**src/rtl/sst_pkg.sv**
```systemverilog
`default_nettype none
package sst_pkg;

  localparam int unsigned POSITION_BITS_DEF = 32;
  localparam int unsigned FIFO_DEPTH        = 4;
  localparam int unsigned REC_SLOTS         = 3;
  localparam int unsigned KW_COUNT          = 14;

  // token kinds
  localparam logic [5:0] K_LPAREN  = 6'd0;
  localparam logic [5:0] K_RPAREN  = 6'd1;
  localparam logic [5:0] K_LBRACE  = 6'd2;
  localparam logic [5:0] K_RBRACE  = 6'd3;
  localparam logic [5:0] K_LBRACK  = 6'd4;
  localparam logic [5:0] K_RBRACK  = 6'd5;
  localparam logic [5:0] K_COMMA   = 6'd6;
  localparam logic [5:0] K_DOT     = 6'd7;
  localparam logic [5:0] K_SEMI    = 6'd8;
  localparam logic [5:0] K_COLON   = 6'd9;
  localparam logic [5:0] K_PLUS    = 6'd10;
  localparam logic [5:0] K_MINUS   = 6'd11;
  localparam logic [5:0] K_STAR    = 6'd12;
  localparam logic [5:0] K_DIV     = 6'd13;
  localparam logic [5:0] K_PERCENT = 6'd14;
  localparam logic [5:0] K_BANG    = 6'd15;
  localparam logic [5:0] K_NE      = 6'd16;
  localparam logic [5:0] K_ASSIGN  = 6'd17;
  localparam logic [5:0] K_EQEQ    = 6'd18;
  localparam logic [5:0] K_LESS    = 6'd19;
  localparam logic [5:0] K_LE      = 6'd20;
  localparam logic [5:0] K_GREATER = 6'd21;
  localparam logic [5:0] K_GE      = 6'd22;
  localparam logic [5:0] K_AND     = 6'd23;
  localparam logic [5:0] K_OR      = 6'd24;
  localparam logic [5:0] K_STRING  = 6'd25;
  localparam logic [5:0] K_NUMBER  = 6'd26;
  localparam logic [5:0] K_IDENT   = 6'd27;
  localparam logic [5:0] K_KW0     = 6'd28;
  localparam logic [5:0] K_END     = 6'd42;

  // characters
  localparam logic [7:0] CH_LF     = 8'h0A;
  localparam logic [7:0] CH_TAB    = 8'h09;
  localparam logic [7:0] CH_CR     = 8'h0D;
  localparam logic [7:0] CH_QUOTE  = 8'h22;
  localparam logic [7:0] CH_BSLASH = 8'h5C;
  localparam logic [7:0] CH_SLASH  = 8'h2F;
  localparam logic [7:0] CH_STAR   = 8'h2A;
  localparam logic [7:0] CH_MINUS  = 8'h2D;
  localparam logic [7:0] CH_PLUS   = 8'h2B;
  localparam logic [7:0] CH_BANG   = 8'h21;
  localparam logic [7:0] CH_EQ     = 8'h3D;
  localparam logic [7:0] CH_LT     = 8'h3C;
  localparam logic [7:0] CH_GT     = 8'h3E;
  localparam logic [7:0] CH_AMP    = 8'h26;
  localparam logic [7:0] CH_BAR    = 8'h7C;
  localparam logic [7:0] CH_DOT    = 8'h2E;
  localparam logic [7:0] CH_LOW_E  = 8'h65;
  localparam logic [7:0] CH_UP_E   = 8'h45;
  localparam logic [7:0] CH_LOW_N  = 8'h6E;
  localparam logic [7:0] CH_LOW_T  = 8'h74;
  localparam logic [7:0] CH_LOW_R  = 8'h72;

  localparam logic [63:0] KW_TEXT [KW_COUNT] = '{
    "class", "func", "var", "if", "else", "while", "for",
    "return", "try", "catch", "finally", "true", "false", "null"
  };
  localparam logic [2:0] KW_LEN [KW_COUNT] = '{
    3'd5, 3'd4, 3'd3, 3'd2, 3'd4, 3'd5, 3'd3, 3'd6, 3'd3, 3'd5, 3'd7, 3'd4, 3'd5, 3'd4
  };

  typedef enum logic [4:0] {
    M_IDLE, M_OP_SLASH, M_OP_MINUS, M_OP_BANG, M_OP_EQ, M_OP_LESS, M_OP_GREATER,
    M_OP_AMP, M_OP_BAR, M_IDENT, M_NUM_INT, M_NUM_FRAC, M_EXP0, M_EXP1,
    M_STRING, M_LINE_CMT, M_BLOCK, M_BLOCK_STAR
  } scan_mode_t;

  typedef struct packed {
    logic        record_kind;
    logic [5:0]  token_kind;
    logic [31:0] start_offset;
    logic [31:0] token_length;
    logic [31:0] line_number;
    logic [31:0] column_number;
    logic [7:0]  decoded_char;
  } rec_t;

  typedef struct packed {
    rec_t [REC_SLOTS-1:0]           rec;
    logic [$clog2(REC_SLOTS+1)-1:0] count;
  } bundle_t;

  typedef struct packed {
    logic empty;
    logic full;
  } fifo_status_t;

  function automatic logic [7:0] kw_char(int unsigned k, logic [2:0] i);
    logic [63:0] t;
    int unsigned sh;
    t = KW_TEXT[k];
    if (i < KW_LEN[k]) begin
      sh = 8 * (int'(KW_LEN[k]) - 1 - int'(i));
      return 8'(t >> sh);
    end
    return 8'h00;
  endfunction

  // keyword flags that survive byte c at index i of the identifier
  function automatic logic [KW_COUNT-1:0] kw_keep(logic [7:0] c, logic [2:0] i, logic i_ok);
    logic [KW_COUNT-1:0] keep;
    for (int unsigned k = 0; k < KW_COUNT; k++) begin
      keep[k] = i_ok && (i < KW_LEN[k]) && (kw_char(k, i) == c);
    end
    return keep;
  endfunction

  // {hit, kind} for one-byte tokens
  function automatic logic [6:0] single_lookup(logic [7:0] c);
    logic [6:0] r;
    unique case (c)
      8'h28:   r = {1'b1, K_LPAREN};
      8'h29:   r = {1'b1, K_RPAREN};
      8'h7B:   r = {1'b1, K_LBRACE};
      8'h7D:   r = {1'b1, K_RBRACE};
      8'h5B:   r = {1'b1, K_LBRACK};
      8'h5D:   r = {1'b1, K_RBRACK};
      8'h2C:   r = {1'b1, K_COMMA};
      CH_DOT:  r = {1'b1, K_DOT};
      8'h3B:   r = {1'b1, K_SEMI};
      8'h3A:   r = {1'b1, K_COLON};
      CH_PLUS: r = {1'b1, K_PLUS};
      CH_STAR: r = {1'b1, K_STAR};
      8'h25:   r = {1'b1, K_PERCENT};
      default: r = '0;
    endcase
    return r;
  endfunction

endpackage
`default_nettype wire

```
**src/rtl/sst_in_if.sv**
```systemverilog
`default_nettype none
interface sst_in_if;
  logic       valid;
  logic       ready;
  logic [7:0] source_byte;
  logic       end_marker;

  modport source (output valid, output source_byte, output end_marker, input ready);
  modport sink   (input valid, input source_byte, input end_marker, output ready);
endinterface
`default_nettype wire

```
**src/rtl/sst_out_if.sv**
```systemverilog
`default_nettype none
interface sst_out_if;
  logic        valid;
  logic        ready;
  logic        record_kind;
  logic [5:0]  token_kind;
  logic [31:0] start_offset;
  logic [31:0] token_length;
  logic [31:0] line_number;
  logic [31:0] column_number;
  logic [7:0]  decoded_char;
  logic        last_of_run;

  modport source (output valid, output record_kind, output token_kind, output start_offset,
                  output token_length, output line_number, output column_number,
                  output decoded_char, output last_of_run, input ready);
  modport sink   (input valid, input record_kind, input token_kind, input start_offset,
                  input token_length, input line_number, input column_number,
                  input decoded_char, input last_of_run, output ready);
endinterface
`default_nettype wire

```
**src/rtl/sst_fifo.sv**
```systemverilog
`default_nettype none
module sst_fifo (
  input  logic                  clk,
  input  logic                  rst,
  input  logic                  push,
  input  sst_pkg::bundle_t      push_data,
  input  logic                  pop,
  output sst_pkg::bundle_t      head,
  output sst_pkg::fifo_status_t status
);
  import sst_pkg::*;

  localparam int unsigned PW = $clog2(FIFO_DEPTH);
  localparam int unsigned CW = $clog2(FIFO_DEPTH + 1);

  bundle_t         slots [FIFO_DEPTH];
  logic [PW-1:0]   wr_ptr;
  logic [PW-1:0]   rd_ptr;
  logic [CW-1:0]   count;

  always_ff @(posedge clk) begin
    if (push) begin
      slots[wr_ptr] <= push_data;
    end
  end

  always_ff @(posedge clk) begin
    if (rst) begin
      wr_ptr <= '0;
      rd_ptr <= '0;
      count  <= '0;
    end else begin
      if (push) wr_ptr <= wr_ptr + PW'(1);
      if (pop)  rd_ptr <= rd_ptr + PW'(1);
      if (push && !pop)      count <= count + CW'(1);
      else if (pop && !push) count <= count - CW'(1);
    end
  end

  assign head         = slots[rd_ptr];
  assign status.empty = (count == '0);
  assign status.full  = (count == CW'(FIFO_DEPTH));
endmodule
`default_nettype wire

```
**src/rtl/sst_scan.sv**
```systemverilog
`default_nettype none
module sst_scan #(
  parameter int unsigned POSITION_BITS = sst_pkg::POSITION_BITS_DEF
) (
  input  logic             clk,
  input  logic             rst,
  sst_in_if.sink           byte_in,
  input  logic             room,
  output logic             push,
  output sst_pkg::bundle_t bundle
);
  import sst_pkg::*;

  typedef logic [POSITION_BITS-1:0] pos_t;

  scan_mode_t          mode, mode_next;
  pos_t                ts, ts_next;
  pos_t                pos, pos_next;
  pos_t                ln, ln_next;
  pos_t                col, col_next;
  pos_t                tcol, tcol_next;
  logic [KW_COUNT-1:0] kwf, kwf_next;
  logic                esc, esc_next;
  logic                dot, dot_next;

  rec_t [REC_SLOTS-1:0]           recs;
  logic [$clog2(REC_SLOTS+1)-1:0] n;
  logic       accept;
  logic [7:0] c;
  logic       is_dig, is_alp;
  logic       do_flush, do_fresh, cons, linc, creset;
  pos_t       pos_i, ln_i, col_i, len, idx;
  logic [7:0] sec;
  logic [5:0] k2, ikind;
  logic [6:0] single;

  function automatic pos_t sat_inc(pos_t x);
    return (x == '1) ? x : x + POSITION_BITS'(1);
  endfunction

  function automatic rec_t mk_tok(logic [5:0] kind, pos_t st, pos_t l, pos_t lnv, pos_t cv);
    rec_t r;
    r               = '0;
    r.token_kind    = kind;
    r.start_offset  = 32'(st);
    r.token_length  = 32'(l);
    r.line_number   = 32'(lnv);
    r.column_number = 32'(cv);
    return r;
  endfunction

  function automatic rec_t mk_chr(logic [7:0] ch);
    rec_t r;
    r              = '0;
    r.record_kind  = 1'b1;
    r.token_kind   = K_STRING;
    r.decoded_char = ch;
    return r;
  endfunction

  assign accept       = byte_in.valid && byte_in.ready;
  assign byte_in.ready = room;
  assign c            = byte_in.source_byte;

  always_comb begin
    mode_next = mode; ts_next = ts; pos_next = pos; ln_next = ln; col_next = col;
    tcol_next = tcol; kwf_next = kwf; esc_next = esc; dot_next = dot;
    recs = '0; n = '0;
    do_flush = 1'b0; do_fresh = 1'b0; cons = 1'b0; linc = 1'b0; creset = 1'b0;
    pos_i  = sat_inc(pos);
    ln_i   = sat_inc(ln);
    col_i  = sat_inc(col);
    len    = pos - ts;
    idx    = pos - ts;
    is_dig = (c >= 8'h30) && (c <= 8'h39);
    is_alp = ((c >= 8'h61) && (c <= 8'h7A)) || ((c >= 8'h41) && (c <= 8'h5A)) || (c == 8'h5F);
    single = single_lookup(c);
    ikind  = K_IDENT;

    unique case (mode)
      M_OP_MINUS:   begin sec = CH_GT;  k2 = K_MINUS; end
      M_OP_BANG:    begin sec = CH_EQ;  k2 = K_NE;    end
      M_OP_EQ:      begin sec = CH_EQ;  k2 = K_EQEQ;  end
      M_OP_LESS:    begin sec = CH_EQ;  k2 = K_LE;    end
      M_OP_GREATER: begin sec = CH_EQ;  k2 = K_GE;    end
      M_OP_AMP:     begin sec = CH_AMP; k2 = K_AND;   end
      default:      begin sec = CH_BAR; k2 = K_OR;    end
    endcase

    if (byte_in.end_marker) begin
      do_flush = 1'b1;
    end else begin
      unique case (mode)
        M_IDLE: do_fresh = 1'b1;
        M_OP_SLASH: begin
          if (c == CH_SLASH) begin
            cons = 1'b1; mode_next = M_LINE_CMT;
          end else if (c == CH_STAR) begin
            cons = 1'b1; mode_next = M_BLOCK;
          end else begin
            do_flush = 1'b1; do_fresh = 1'b1;
          end
        end
        M_OP_MINUS, M_OP_BANG, M_OP_EQ, M_OP_LESS, M_OP_GREATER, M_OP_AMP, M_OP_BAR: begin
          if (c == sec) begin
            cons      = 1'b1;
            recs[n]   = mk_tok(k2, ts, pos_i - ts, ln, tcol);
            n         = n + 1'b1;
            mode_next = M_IDLE;
          end else begin
            do_flush = 1'b1; do_fresh = 1'b1;
          end
        end
        M_IDENT: begin
          if (is_alp || is_dig) begin
            kwf_next = kwf & kw_keep(c, idx[2:0], (idx >> 3) == '0);
            cons     = 1'b1;
          end else begin
            do_flush = 1'b1; do_fresh = 1'b1;
          end
        end
        M_NUM_INT: begin
          if (dot) begin
            if (is_dig) begin
              cons = 1'b1; dot_next = 1'b0; mode_next = M_NUM_FRAC;
            end else begin
              do_flush = 1'b1; do_fresh = 1'b1;
            end
          end else if (is_dig) begin
            cons = 1'b1;
          end else if (c == CH_DOT) begin
            cons = 1'b1; dot_next = 1'b1;
          end else if (c == CH_LOW_E || c == CH_UP_E) begin
            cons = 1'b1; mode_next = M_EXP0;
          end else begin
            do_flush = 1'b1; do_fresh = 1'b1;
          end
        end
        M_NUM_FRAC: begin
          if (is_dig) begin
            cons = 1'b1;
          end else if (c == CH_LOW_E || c == CH_UP_E) begin
            cons = 1'b1; mode_next = M_EXP0;
          end else begin
            do_flush = 1'b1; do_fresh = 1'b1;
          end
        end
        M_EXP0: begin
          if (is_dig || c == CH_PLUS || c == CH_MINUS) begin
            cons = 1'b1; mode_next = M_EXP1;
          end else begin
            do_flush = 1'b1; do_fresh = 1'b1;
          end
        end
        M_EXP1: begin
          if (is_dig) begin
            cons = 1'b1;
          end else begin
            do_flush = 1'b1; do_fresh = 1'b1;
          end
        end
        M_STRING: begin
          cons = 1'b1;
          if (esc) begin
            recs[n]  = mk_chr((c == CH_LOW_N) ? CH_LF : (c == CH_LOW_T) ? CH_TAB :
                              (c == CH_LOW_R) ? CH_CR : c);
            n        = n + 1'b1;
            esc_next = 1'b0;
          end else if (c == CH_BSLASH) begin
            esc_next = 1'b1;
          end else if (c == CH_QUOTE) begin
            recs[n]   = mk_tok(K_STRING, ts, pos_i - ts, ln, tcol);
            n         = n + 1'b1;
            mode_next = M_IDLE;
          end else begin
            recs[n] = mk_chr(c);
            n       = n + 1'b1;
            linc    = (c == CH_LF);
          end
        end
        M_LINE_CMT: begin
          cons = 1'b1;
          if (c == CH_LF) begin
            mode_next = M_IDLE; linc = 1'b1; creset = 1'b1;
          end
        end
        M_BLOCK: begin
          if (c == CH_STAR) mode_next = M_BLOCK_STAR;
          cons = 1'b1; linc = (c == CH_LF); creset = (c == CH_LF);
        end
        M_BLOCK_STAR: begin
          if (c == CH_SLASH)     mode_next = M_IDLE;
          else if (c != CH_STAR) mode_next = M_BLOCK;
          cons = 1'b1; linc = (c == CH_LF); creset = (c == CH_LF);
        end
        default: begin
          mode_next = M_IDLE; do_fresh = 1'b1;
        end
      endcase
    end

    // close the pending token with counters from before this byte
    if (do_flush) begin
      unique case (mode)
        M_OP_SLASH:   begin recs[n] = mk_tok(K_DIV, ts, len, ln, tcol);     n = n + 1'b1; end
        M_OP_MINUS:   begin recs[n] = mk_tok(K_MINUS, ts, len, ln, tcol);   n = n + 1'b1; end
        M_OP_BANG:    begin recs[n] = mk_tok(K_BANG, ts, len, ln, tcol);    n = n + 1'b1; end
        M_OP_EQ:      begin recs[n] = mk_tok(K_ASSIGN, ts, len, ln, tcol);  n = n + 1'b1; end
        M_OP_LESS:    begin recs[n] = mk_tok(K_LESS, ts, len, ln, tcol);    n = n + 1'b1; end
        M_OP_GREATER: begin recs[n] = mk_tok(K_GREATER, ts, len, ln, tcol); n = n + 1'b1; end
        M_IDENT: begin
          for (int unsigned k = 0; k < KW_COUNT; k++) begin
            if (kwf[k] && len == pos_t'(KW_LEN[k])) ikind = K_KW0 + 6'(k);
          end
          recs[n] = mk_tok(ikind, ts, len, ln, tcol);
          n       = n + 1'b1;
        end
        M_NUM_INT, M_NUM_FRAC, M_EXP0, M_EXP1: begin
          if (dot && len != '0) begin
            recs[n] = mk_tok(K_NUMBER, ts, len - POSITION_BITS'(1), ln, tcol);
            n       = n + 1'b1;
            recs[n] = mk_tok(K_DOT, pos - POSITION_BITS'(1), POSITION_BITS'(1), ln,
                             (col != '0) ? col - POSITION_BITS'(1) : '0);
            n       = n + 1'b1;
          end else begin
            recs[n] = mk_tok(K_NUMBER, ts, len, ln, tcol);
            n       = n + 1'b1;
          end
        end
        default: ;
      endcase
      mode_next = M_IDLE;
      dot_next  = 1'b0;
      esc_next  = 1'b0;
    end

    // open a new token at this byte
    if (do_fresh) begin
      ts_next   = pos;
      tcol_next = col;
      mode_next = M_IDLE;
      cons      = 1'b1;
      if (single[6]) begin
        recs[n] = mk_tok(single[5:0], pos, pos_i - pos, ln, col);
        n       = n + 1'b1;
      end else begin
        unique case (c)
          CH_SLASH: mode_next = M_OP_SLASH;
          CH_MINUS: mode_next = M_OP_MINUS;
          CH_BANG:  mode_next = M_OP_BANG;
          CH_EQ:    mode_next = M_OP_EQ;
          CH_LT:    mode_next = M_OP_LESS;
          CH_GT:    mode_next = M_OP_GREATER;
          CH_AMP:   mode_next = M_OP_AMP;
          CH_BAR:   mode_next = M_OP_BAR;
          CH_LF:    begin linc = 1'b1; creset = 1'b1; end
          CH_QUOTE: begin mode_next = M_STRING; esc_next = 1'b0; end
          default: begin
            if (is_dig) begin
              mode_next = M_NUM_INT; dot_next = 1'b0;
            end else if (is_alp) begin
              mode_next = M_IDENT;
              kwf_next  = kw_keep(c, 3'd0, 1'b1);
            end
          end
        endcase
      end
    end

    if (cons) begin
      pos_next = pos_i;
      if (linc) ln_next = ln_i;
      col_next = creset ? '0 : col_i;
    end

    if (byte_in.end_marker) begin
      recs[n]   = mk_tok(K_END, pos, '0, ln, col);
      n         = n + 1'b1;
      mode_next = M_IDLE;
      ts_next = '0; pos_next = '0; ln_next = '0; col_next = '0; tcol_next = '0;
      kwf_next = '1; esc_next = 1'b0; dot_next = 1'b0;
    end
  end

  always_ff @(posedge clk) begin
    if (rst) begin
      mode <= M_IDLE;
      ts <= '0; pos <= '0; ln <= '0; col <= '0; tcol <= '0;
      kwf <= '1; esc <= 1'b0; dot <= 1'b0;
    end else if (accept) begin
      mode <= mode_next;
      ts <= ts_next; pos <= pos_next; ln <= ln_next; col <= col_next; tcol <= tcol_next;
      kwf <= kwf_next; esc <= esc_next; dot <= dot_next;
    end
  end

  assign push         = accept && (n != '0);
  assign bundle.rec   = recs;
  assign bundle.count = n;
endmodule
`default_nettype wire

```
**src/rtl/sst_emit.sv**
```systemverilog
`default_nettype none
module sst_emit (
  input  logic                  clk,
  input  logic                  rst,
  input  sst_pkg::bundle_t      head,
  input  sst_pkg::fifo_status_t status,
  output logic                  pop,
  sst_out_if.source             token_out
);
  import sst_pkg::*;

  localparam int unsigned SW = $clog2(REC_SLOTS + 1);

  logic [SW-1:0] sub;
  rec_t          cur;
  logic          last;

  assign cur  = head.rec[sub[$clog2(REC_SLOTS)-1:0]];
  assign last = (sub == head.count - SW'(1));
  assign pop  = token_out.valid && token_out.ready && last;

  // walk the records of the head bundle, one beat each
  always_ff @(posedge clk) begin
    if (rst) begin
      sub <= '0;
    end else if (token_out.valid && token_out.ready) begin
      sub <= last ? '0 : sub + SW'(1);
    end
  end

  assign token_out.valid         = !status.empty;
  assign token_out.record_kind   = cur.record_kind;
  assign token_out.token_kind    = cur.token_kind;
  assign token_out.start_offset  = cur.start_offset;
  assign token_out.token_length  = cur.token_length;
  assign token_out.line_number   = cur.line_number;
  assign token_out.column_number = cur.column_number;
  assign token_out.decoded_char  = cur.decoded_char;
  assign token_out.last_of_run   = last;
endmodule
`default_nettype wire

```
**src/rtl/script_source_tokenizer.sv**
```systemverilog
// Lexical scanner for a small scripting language.
// byte_in: one source byte per beat, or a beat with end_marker set that
//   closes the source. token_out: one record per beat, either a token
//   record (kind, start offset, length, line, start column) or a decoded
//   string character; last_of_run marks the final record caused by one
//   input beat. A byte may cause no record, one, or up to three.
// Throughput: one input beat per cycle while the queue is not full. The
//   output side moves one record per cycle while the receiver is ready, and
//   a four-deep queue of per-byte record groups absorbs multi-record bursts.
// Latency: the first record that a byte completes appears on token_out in the
//   cycle after that byte is taken, when the queue was empty.
// The scanner decides everything for a byte in its accept cycle and pushes
//   the group into the queue; byte_in.ready drops only while the queue is full.
// Reset (rst, synchronous): scanner back to idle with all counters zero,
//   queue emptied. An end-marker beat emits pending tokens and END, then
//   returns the scanner to the same state, so a new source may follow.
// When the receiver stalls, the current record holds on token_out, the queue
//   fills, then byte_in stalls; nothing is lost or repeated.
`default_nettype none
module script_source_tokenizer #(
  parameter int unsigned POSITION_BITS = sst_pkg::POSITION_BITS_DEF
) (
  input  logic      clk,
  input  logic      rst,
  sst_in_if.sink    byte_in,
  sst_out_if.source token_out
);
  import sst_pkg::*;

  bundle_t      push_data;
  bundle_t      head;
  fifo_status_t fstat;
  logic         push;
  logic         pop;

  // front: classify each byte, advance counters, build its record group
  sst_scan #(.POSITION_BITS(POSITION_BITS)) u_scan (
    .clk    (clk),
    .rst    (rst),
    .byte_in(byte_in),
    .room   (!fstat.full),
    .push   (push),
    .bundle (push_data)
  );

  // hold groups between front and back
  sst_fifo u_fifo (
    .clk      (clk),
    .rst      (rst),
    .push     (push),
    .push_data(push_data),
    .pop      (pop),
    .head     (head),
    .status   (fstat)
  );

  // back: drain the head group one record per beat
  sst_emit u_emit (
    .clk      (clk),
    .rst      (rst),
    .head     (head),
    .status   (fstat),
    .pop      (pop),
    .token_out(token_out)
  );

  a_char_rec: assert property (@(posedge clk) disable iff (rst)
    token_out.valid && token_out.record_kind |->
      token_out.token_kind == K_STRING && token_out.start_offset == 32'd0)
    else $error("character record with bad fields");

  a_end_last: assert property (@(posedge clk) disable iff (rst)
    token_out.valid && !token_out.record_kind && token_out.token_kind == K_END |->
      token_out.last_of_run)
    else $error("END record not last of its run");

  a_fifo_sane: assert property (@(posedge clk) disable iff (rst)
    !(fstat.full && fstat.empty))
    else $error("queue both full and empty");

  a_no_overrun: assert property (@(posedge clk) disable iff (rst)
    fstat.full && !pop |=> fstat.full)
    else $error("queue lost a group while full");
endmodule
`default_nettype wire
```
**src/flat_wrapper.sv**
```systemverilog
// flat-port wrapper written by rule: the top's interface ports become plain ports
module script_source_tokenizer_flat import sst_pkg::*;
#(
  parameter int unsigned POSITION_BITS = sst_pkg::POSITION_BITS_DEF
)
  (clk, rst, byte_in_valid, byte_in_source_byte, byte_in_end_marker, byte_in_ready, token_out_valid, token_out_record_kind, token_out_token_kind, token_out_start_offset, token_out_token_length, token_out_line_number, token_out_column_number, token_out_decoded_char, token_out_last_of_run, token_out_ready);
  sst_in_if byte_in_i ();
  sst_out_if token_out_i ();
  input  logic clk;
  input  logic rst;
  input wire logic [$bits(byte_in_i.valid)-1:0] byte_in_valid;
  input wire logic [$bits(byte_in_i.source_byte)-1:0] byte_in_source_byte;
  input wire logic [$bits(byte_in_i.end_marker)-1:0] byte_in_end_marker;
  output wire logic [$bits(byte_in_i.ready)-1:0] byte_in_ready;
  output wire logic [$bits(token_out_i.valid)-1:0] token_out_valid;
  output wire logic [$bits(token_out_i.record_kind)-1:0] token_out_record_kind;
  output wire logic [$bits(token_out_i.token_kind)-1:0] token_out_token_kind;
  output wire logic [$bits(token_out_i.start_offset)-1:0] token_out_start_offset;
  output wire logic [$bits(token_out_i.token_length)-1:0] token_out_token_length;
  output wire logic [$bits(token_out_i.line_number)-1:0] token_out_line_number;
  output wire logic [$bits(token_out_i.column_number)-1:0] token_out_column_number;
  output wire logic [$bits(token_out_i.decoded_char)-1:0] token_out_decoded_char;
  output wire logic [$bits(token_out_i.last_of_run)-1:0] token_out_last_of_run;
  input wire logic [$bits(token_out_i.ready)-1:0] token_out_ready;
  assign byte_in_i.valid = byte_in_valid;
  assign byte_in_i.source_byte = byte_in_source_byte;
  assign byte_in_i.end_marker = byte_in_end_marker;
  assign byte_in_ready = byte_in_i.ready;
  assign token_out_valid = token_out_i.valid;
  assign token_out_record_kind = token_out_i.record_kind;
  assign token_out_token_kind = token_out_i.token_kind;
  assign token_out_start_offset = token_out_i.start_offset;
  assign token_out_token_length = token_out_i.token_length;
  assign token_out_line_number = token_out_i.line_number;
  assign token_out_column_number = token_out_i.column_number;
  assign token_out_decoded_char = token_out_i.decoded_char;
  assign token_out_last_of_run = token_out_i.last_of_run;
  assign token_out_i.ready = token_out_ready;
  script_source_tokenizer #(.POSITION_BITS(POSITION_BITS)) u_core (.clk(clk), .rst(rst), .byte_in(byte_in_i), .token_out(token_out_i));
endmodule
```
**config.mk**
```make
export PLATFORM = sky130hd
export DESIGN_NAME = script_source_tokenizer_flat
export DESIGN_NICKNAME = d
export VERILOG_FILES = /design/src/rtl/sst_pkg.sv /design/src/rtl/sst_in_if.sv /design/src/rtl/sst_out_if.sv /design/src/rtl/sst_fifo.sv /design/src/rtl/sst_scan.sv /design/src/rtl/sst_emit.sv /design/src/rtl/script_source_tokenizer.sv /design/src/flat_wrapper.sv
export SDC_FILE = /design/constraint.sdc
export NUM_CORES = 2
export LEC_CHECK = 0
export ABC_CLOCK_PERIOD_IN_PS = 23600
export BUFFER_PORTS_ARGS = -buffer_cell sky130_fd_sc_hd__clkbuf_2
export CORE_MARGIN = 2
export CORE_UTILIZATION = 63
export DETAILED_ROUTE_END_ITERATION = 12
export PLACE_DENSITY = 0.77
export REMOVE_ABC_BUFFERS = 1
export SLEW_MARGIN = 0
export SYNTH_ARGS = -nofsm -noshare
export SYNTH_HDL_FRONTEND = slang
export SYNTH_SLANG_ARGS = --single-unit
```
**constraint.sdc**
```tcl
create_clock -name clk -period 23.6 [get_ports clk]
set_input_delay 3.54 -clock clk [delete_from_list [all_inputs] [get_ports clk]]
set_output_delay 3.54 -clock clk [all_outputs]
set_load 0.005 [all_outputs]
```
==> results.tsv <==
stage	metric	value	unit
run_status	status	completed	
route	DR DRC count	0	
worst_setup_path	critical path data required time	24.02	ns
clock_network	clock-pin slew on the worst setup and hold paths	0.07	ns
global_routing	initial antenna violation count	7	
die	Die Y	371	um
worst_setup_path	CP arrival	12.37	ns
clock_network	Clk Latency, worst-skew pair	0.84	ns
power	peak supply drop	74.1	uV
synthesis	syn avg cell area	14.2	um^2
worst_setup_path	maximum fanout along the worst path	68	
route	via/cell ratio	6.80	
worst_setup_path	crit path launch	byte_in_source_byte[2]	
timing	Hold Fails Final Rpt	0	
clock_network	CTS resizes	0	
place	dpl hpwl	134000	um
timing	fmax	83.7	MHz
die	core area	133000	um^2
final_layout	Layout fillers	8833	
synthesis	number of synthesized flops with an enable pin	1648	
clock_network	hold buffer count at cts	0	
die	io pins	159	
synthesis	mapped cell area	84800	um^2
timing	Hold WS	0.476	ns
clock_network	CTS Buf Count	178	
timing	max-slew violations	0	
timing	final count of negative-setup-slack endpoints	0	
global_routing	pin count of the biggest net entering global routing	134	
timing	Setup TNS	0	ns
route	drt total wl	219000	um
worst_setup_path	Crit. End Element	register	
route	Routed Antenna Nets	0	
worst_hold_path	critical hold path startpoint	u_core.u_scan.kwf[1]$_SDFFE_PP1P_	
final_layout	Reg area	53300	um^2
route	initial DRC count	6701	
final_layout	Multi-input gate area	29500	um^2
worst_hold_path	hold path depth	2	
synthesis	register area share after synthesis	0.629	
timing	crit share post-route	0.506	
timing	RSZ-0062 raised after global routing	no	
timing	max_slew headroom	0.145	
clock_network	setup repair bufs after CTS	0	
clock_network	CTS tree	done	
place	Placer Congestion	0.952	
worst_setup_path	crit path launch type	input pin	
final_layout	Design Area, Final	92900	um^2
clock_network	CTS Sinks	1840	
die	Initial Utilization	0.635	
synthesis	Synth Warn #	0	
worst_setup_path	Reg2Reg Depth	27	
final_layout	Layout area overhead	9.57	%
die	die area	138000	um^2
die	Die Width	371	um
synthesis	synthesis-stage register bit count	1840	
power	P per Cell Area	94.2	nW/um^2
place	port buffer count	158	
timing	Worst Max-Slew Pin Slew	1.27	ns
worst_setup_path	Reg-to-Reg Start	u_core.u_scan.pos[0]$_SDFFE_PP0P_	
clock_network	Clock Path Buffers	3	
final_layout	share of cells above drive strength 1	0.164	
synthesis	Post-Syn Instances	5989	
run	max-cap viol count	0	
global_routing	vias in the first global route	53242	
final_layout	NumNets Final	6171	
place	dpl cell area	87100	um^2
power	P_leak	0.0306	uW
synthesis	Yosys cell types	105	
clock_network	Root Buffer	clkbuf_16	
global_routing	gr usage total	0.320	
timing	Worst Skew	0.0541	ns
route	drt first pass iters	7	
synthesis	ys async rst share	0	
synthesis	Top FF cell, synth	edfxtp_1	
route	DR vias	54022	
global_routing	first-pass GRT wire length	330000	um
timing	Tmin final	11.94	ns
die	FP Rows	134	
clock_network	CTS H-Tree Depth	4	
worst_setup_path	Worst Path Class, Setup	input pin to register	
route	drt wl/cell	27.6	um
worst_hold_path	worst hold path class	register to register	
global_routing	total grt overflow	0	
metal layers:
metal | part of all wire | vias to the layer above | global-route usage
li1 | - | 23363 | -
met1 | 0.39 | 27438 | 0.437
met2 | 0.48 | 2760 | 0.514
met3 | 0.081 | 457 | 0.0518
met4 | 0.047 | 4 | 0.143
met5 | 0.00012 | - | 0
Yosys cell counts (55+ instances only):
library cell | n | area share
a21o_1 | 55 | 0.0049
a21oi_1 | 232 | 0.014
a22oi_1 | 109 | 0.0097
and2_1 | 145 | 0.011
buf_1 | 83 | 0.0037
clkbuf_1 | 297 | 0.013
dfxtp_1 | 192 | 0.045
edfxtp_1 | 1648 | 0.58
ha_1 | 127 | 0.019
inv_1 | 111 | 0.0049
mux2i_1 | 147 | 0.017
mux4_2 | 412 | 0.11
nand2_1 | 438 | 0.019
nand3_1 | 88 | 0.0052
nor2_1 | 446 | 0.020
nor3_1 | 95 | 0.0056
o21ai_0 | 337 | 0.020
xnor2_1 | 130 | 0.013
xor2_1 | 90 | 0.0093
placed cells by master (no fill, tap or decap), types with 20 or more instances in the layout:
| master | n |
|---|---|
| xor2_1 | 89 |
| o31ai_1 | 21 |
| nand2_1 | 432 |
| nand4_1 | 47 |
| clkbuf_2 | 157 |
| o22ai_1 | 42 |
| a22o_1 | 35 |
| o21a_1 | 25 |
| clkinv_1 | 39 |
| or3_1 | 33 |
| inv_1 | 111 |
| nand3_1 | 87 |
| nand2b_1 | 41 |
| a221oi_1 | 28 |
| nor2b_1 | 35 |
| and3_1 | 43 |
| edfxtp_1 | 1648 |
| o21ai_0 | 336 |
| buf_4 | 95 |
| a211oi_1 | 26 |
| clkbuf_16 | 184 |
| nor3_1 | 95 |
| clkbuf_1 | 63 |
| a22oi_1 | 109 |
| ha_1 | 127 |
| xnor2_1 | 130 |
| a21o_1 | 55 |
| mux4_2 | 412 |
| or2_2 | 22 |
| nor2_1 | 440 |
| clkbuf_8 | 20 |
| nor4_1 | 38 |
| and2_1 | 141 |
| mux2i_1 | 147 |
| a31oi_1 | 46 |
| dfxtp_1 | 188 |
| a21oi_1 | 230 |
flip-flops by register name, summed over array words and instances (netlist names), named ones only:
name                  flops
u_core.u_scan.col        32
u_core.u_scan.pos        32
u_core.u_scan.esc         1
u_core.u_emit.sub         2
u_core.u_scan.ts         32
u_core.u_scan.mode        5
u_core.u_fifo.wr_ptr      2
u_core.u_scan.kwf        14
u_core.u_fifo.slots    1648
u_core.u_scan.dot         1
u_core.u_scan.ln         32
u_core.u_scan.tcol       32
u_core.u_fifo.count       3
u_core.u_fifo.rd_ptr      2
final timing paths:
kind                                                              end  slack (ns)
worst min register to register      u_core.u_scan.kwf[1]$_SDFFE_PP1P_        0.48
worst max-delay path            u_core.u_fifo.slots[2][210]$_DFFE_PP_       11.66
worst min-delay path                u_core.u_scan.kwf[1]$_SDFFE_PP1P_        0.48
worst max register to register  u_core.u_fifo.slots[2][210]$_DFFE_PP_       12.47
cells by family (layout without fill, tap and decap cells):
| kind of cell | Yosys count | in the layout | synth area share |
|---|---|---|---|
| other cells | 1 | 5 | 0.0000442 |
| flops | 1840 | 1840 | 0.629 |
| buf+inv | 529 | 716 | 0.0241 |
| compound gates | 1161 | 1161 | 0.0894 |
| simple gates | 1542 | 1542 | 0.0871 |
| xor+xnor | 221 | 221 | 0.0231 |
| mux | 564 | 564 | 0.127 |
| fa+ha+maj | 131 | 131 | 0.0197 |
stage by stage:
stage / utilization / instances / setup slack [ns] / total power (uW)
finish: 0.696 / 7948 / 11.66 / 8750
CTS: 0.696 / 7947 / 11.82 / 8790
global route: 0.696 / 7947 / 11.26 / 9050
detailed placement: 0.653 / 7615 / 11.01 / 6010
global placement: 0.653 / 7615 / 11.09 / 5970
floorplan: - / 5592 / 1.39 / 5680
cell type report:
type / count / share of cell area
Sequential cell: 1840 / 0.574
Multi-Input combinational cell: 3623 / 0.318
Clock buffer: 267 / 0.0551
Tap cell: 1768 / 0.0238
Timing Repair Buffer: 255 / 0.0168
Clock inverter: 65 / 0.00688
Inverter: 129 / 0.00521
Antenna cell: 1 / 0.0000269
where the power goes:
group / internal [uW] / switching (uW) / total, uW / leakage, uW
logic: 715 / 1200 / 1920 / 0.0108
registers: 3930 / 111 / 4040 / 0.0171
clock network: 1600 / 1190 / 2790 / 0.00279
worst max-delay path, cell delays in order:
cell and delay, ns:
clkbuf_2 0.47, or2_2 0.58, a211oi_1 0.85, o221ai_1 0.58, nor2_1 0.92, o21ai_1 0.33
ha_1 0.37, mux2_2 0.30, ha_1 0.30, o221ai_1 0.33, o21a_1 0.37, and2_4 0.80
buf_4 0.73, buf_4 0.78, buf_4 0.91
Power figures use the tool's default switching activity.
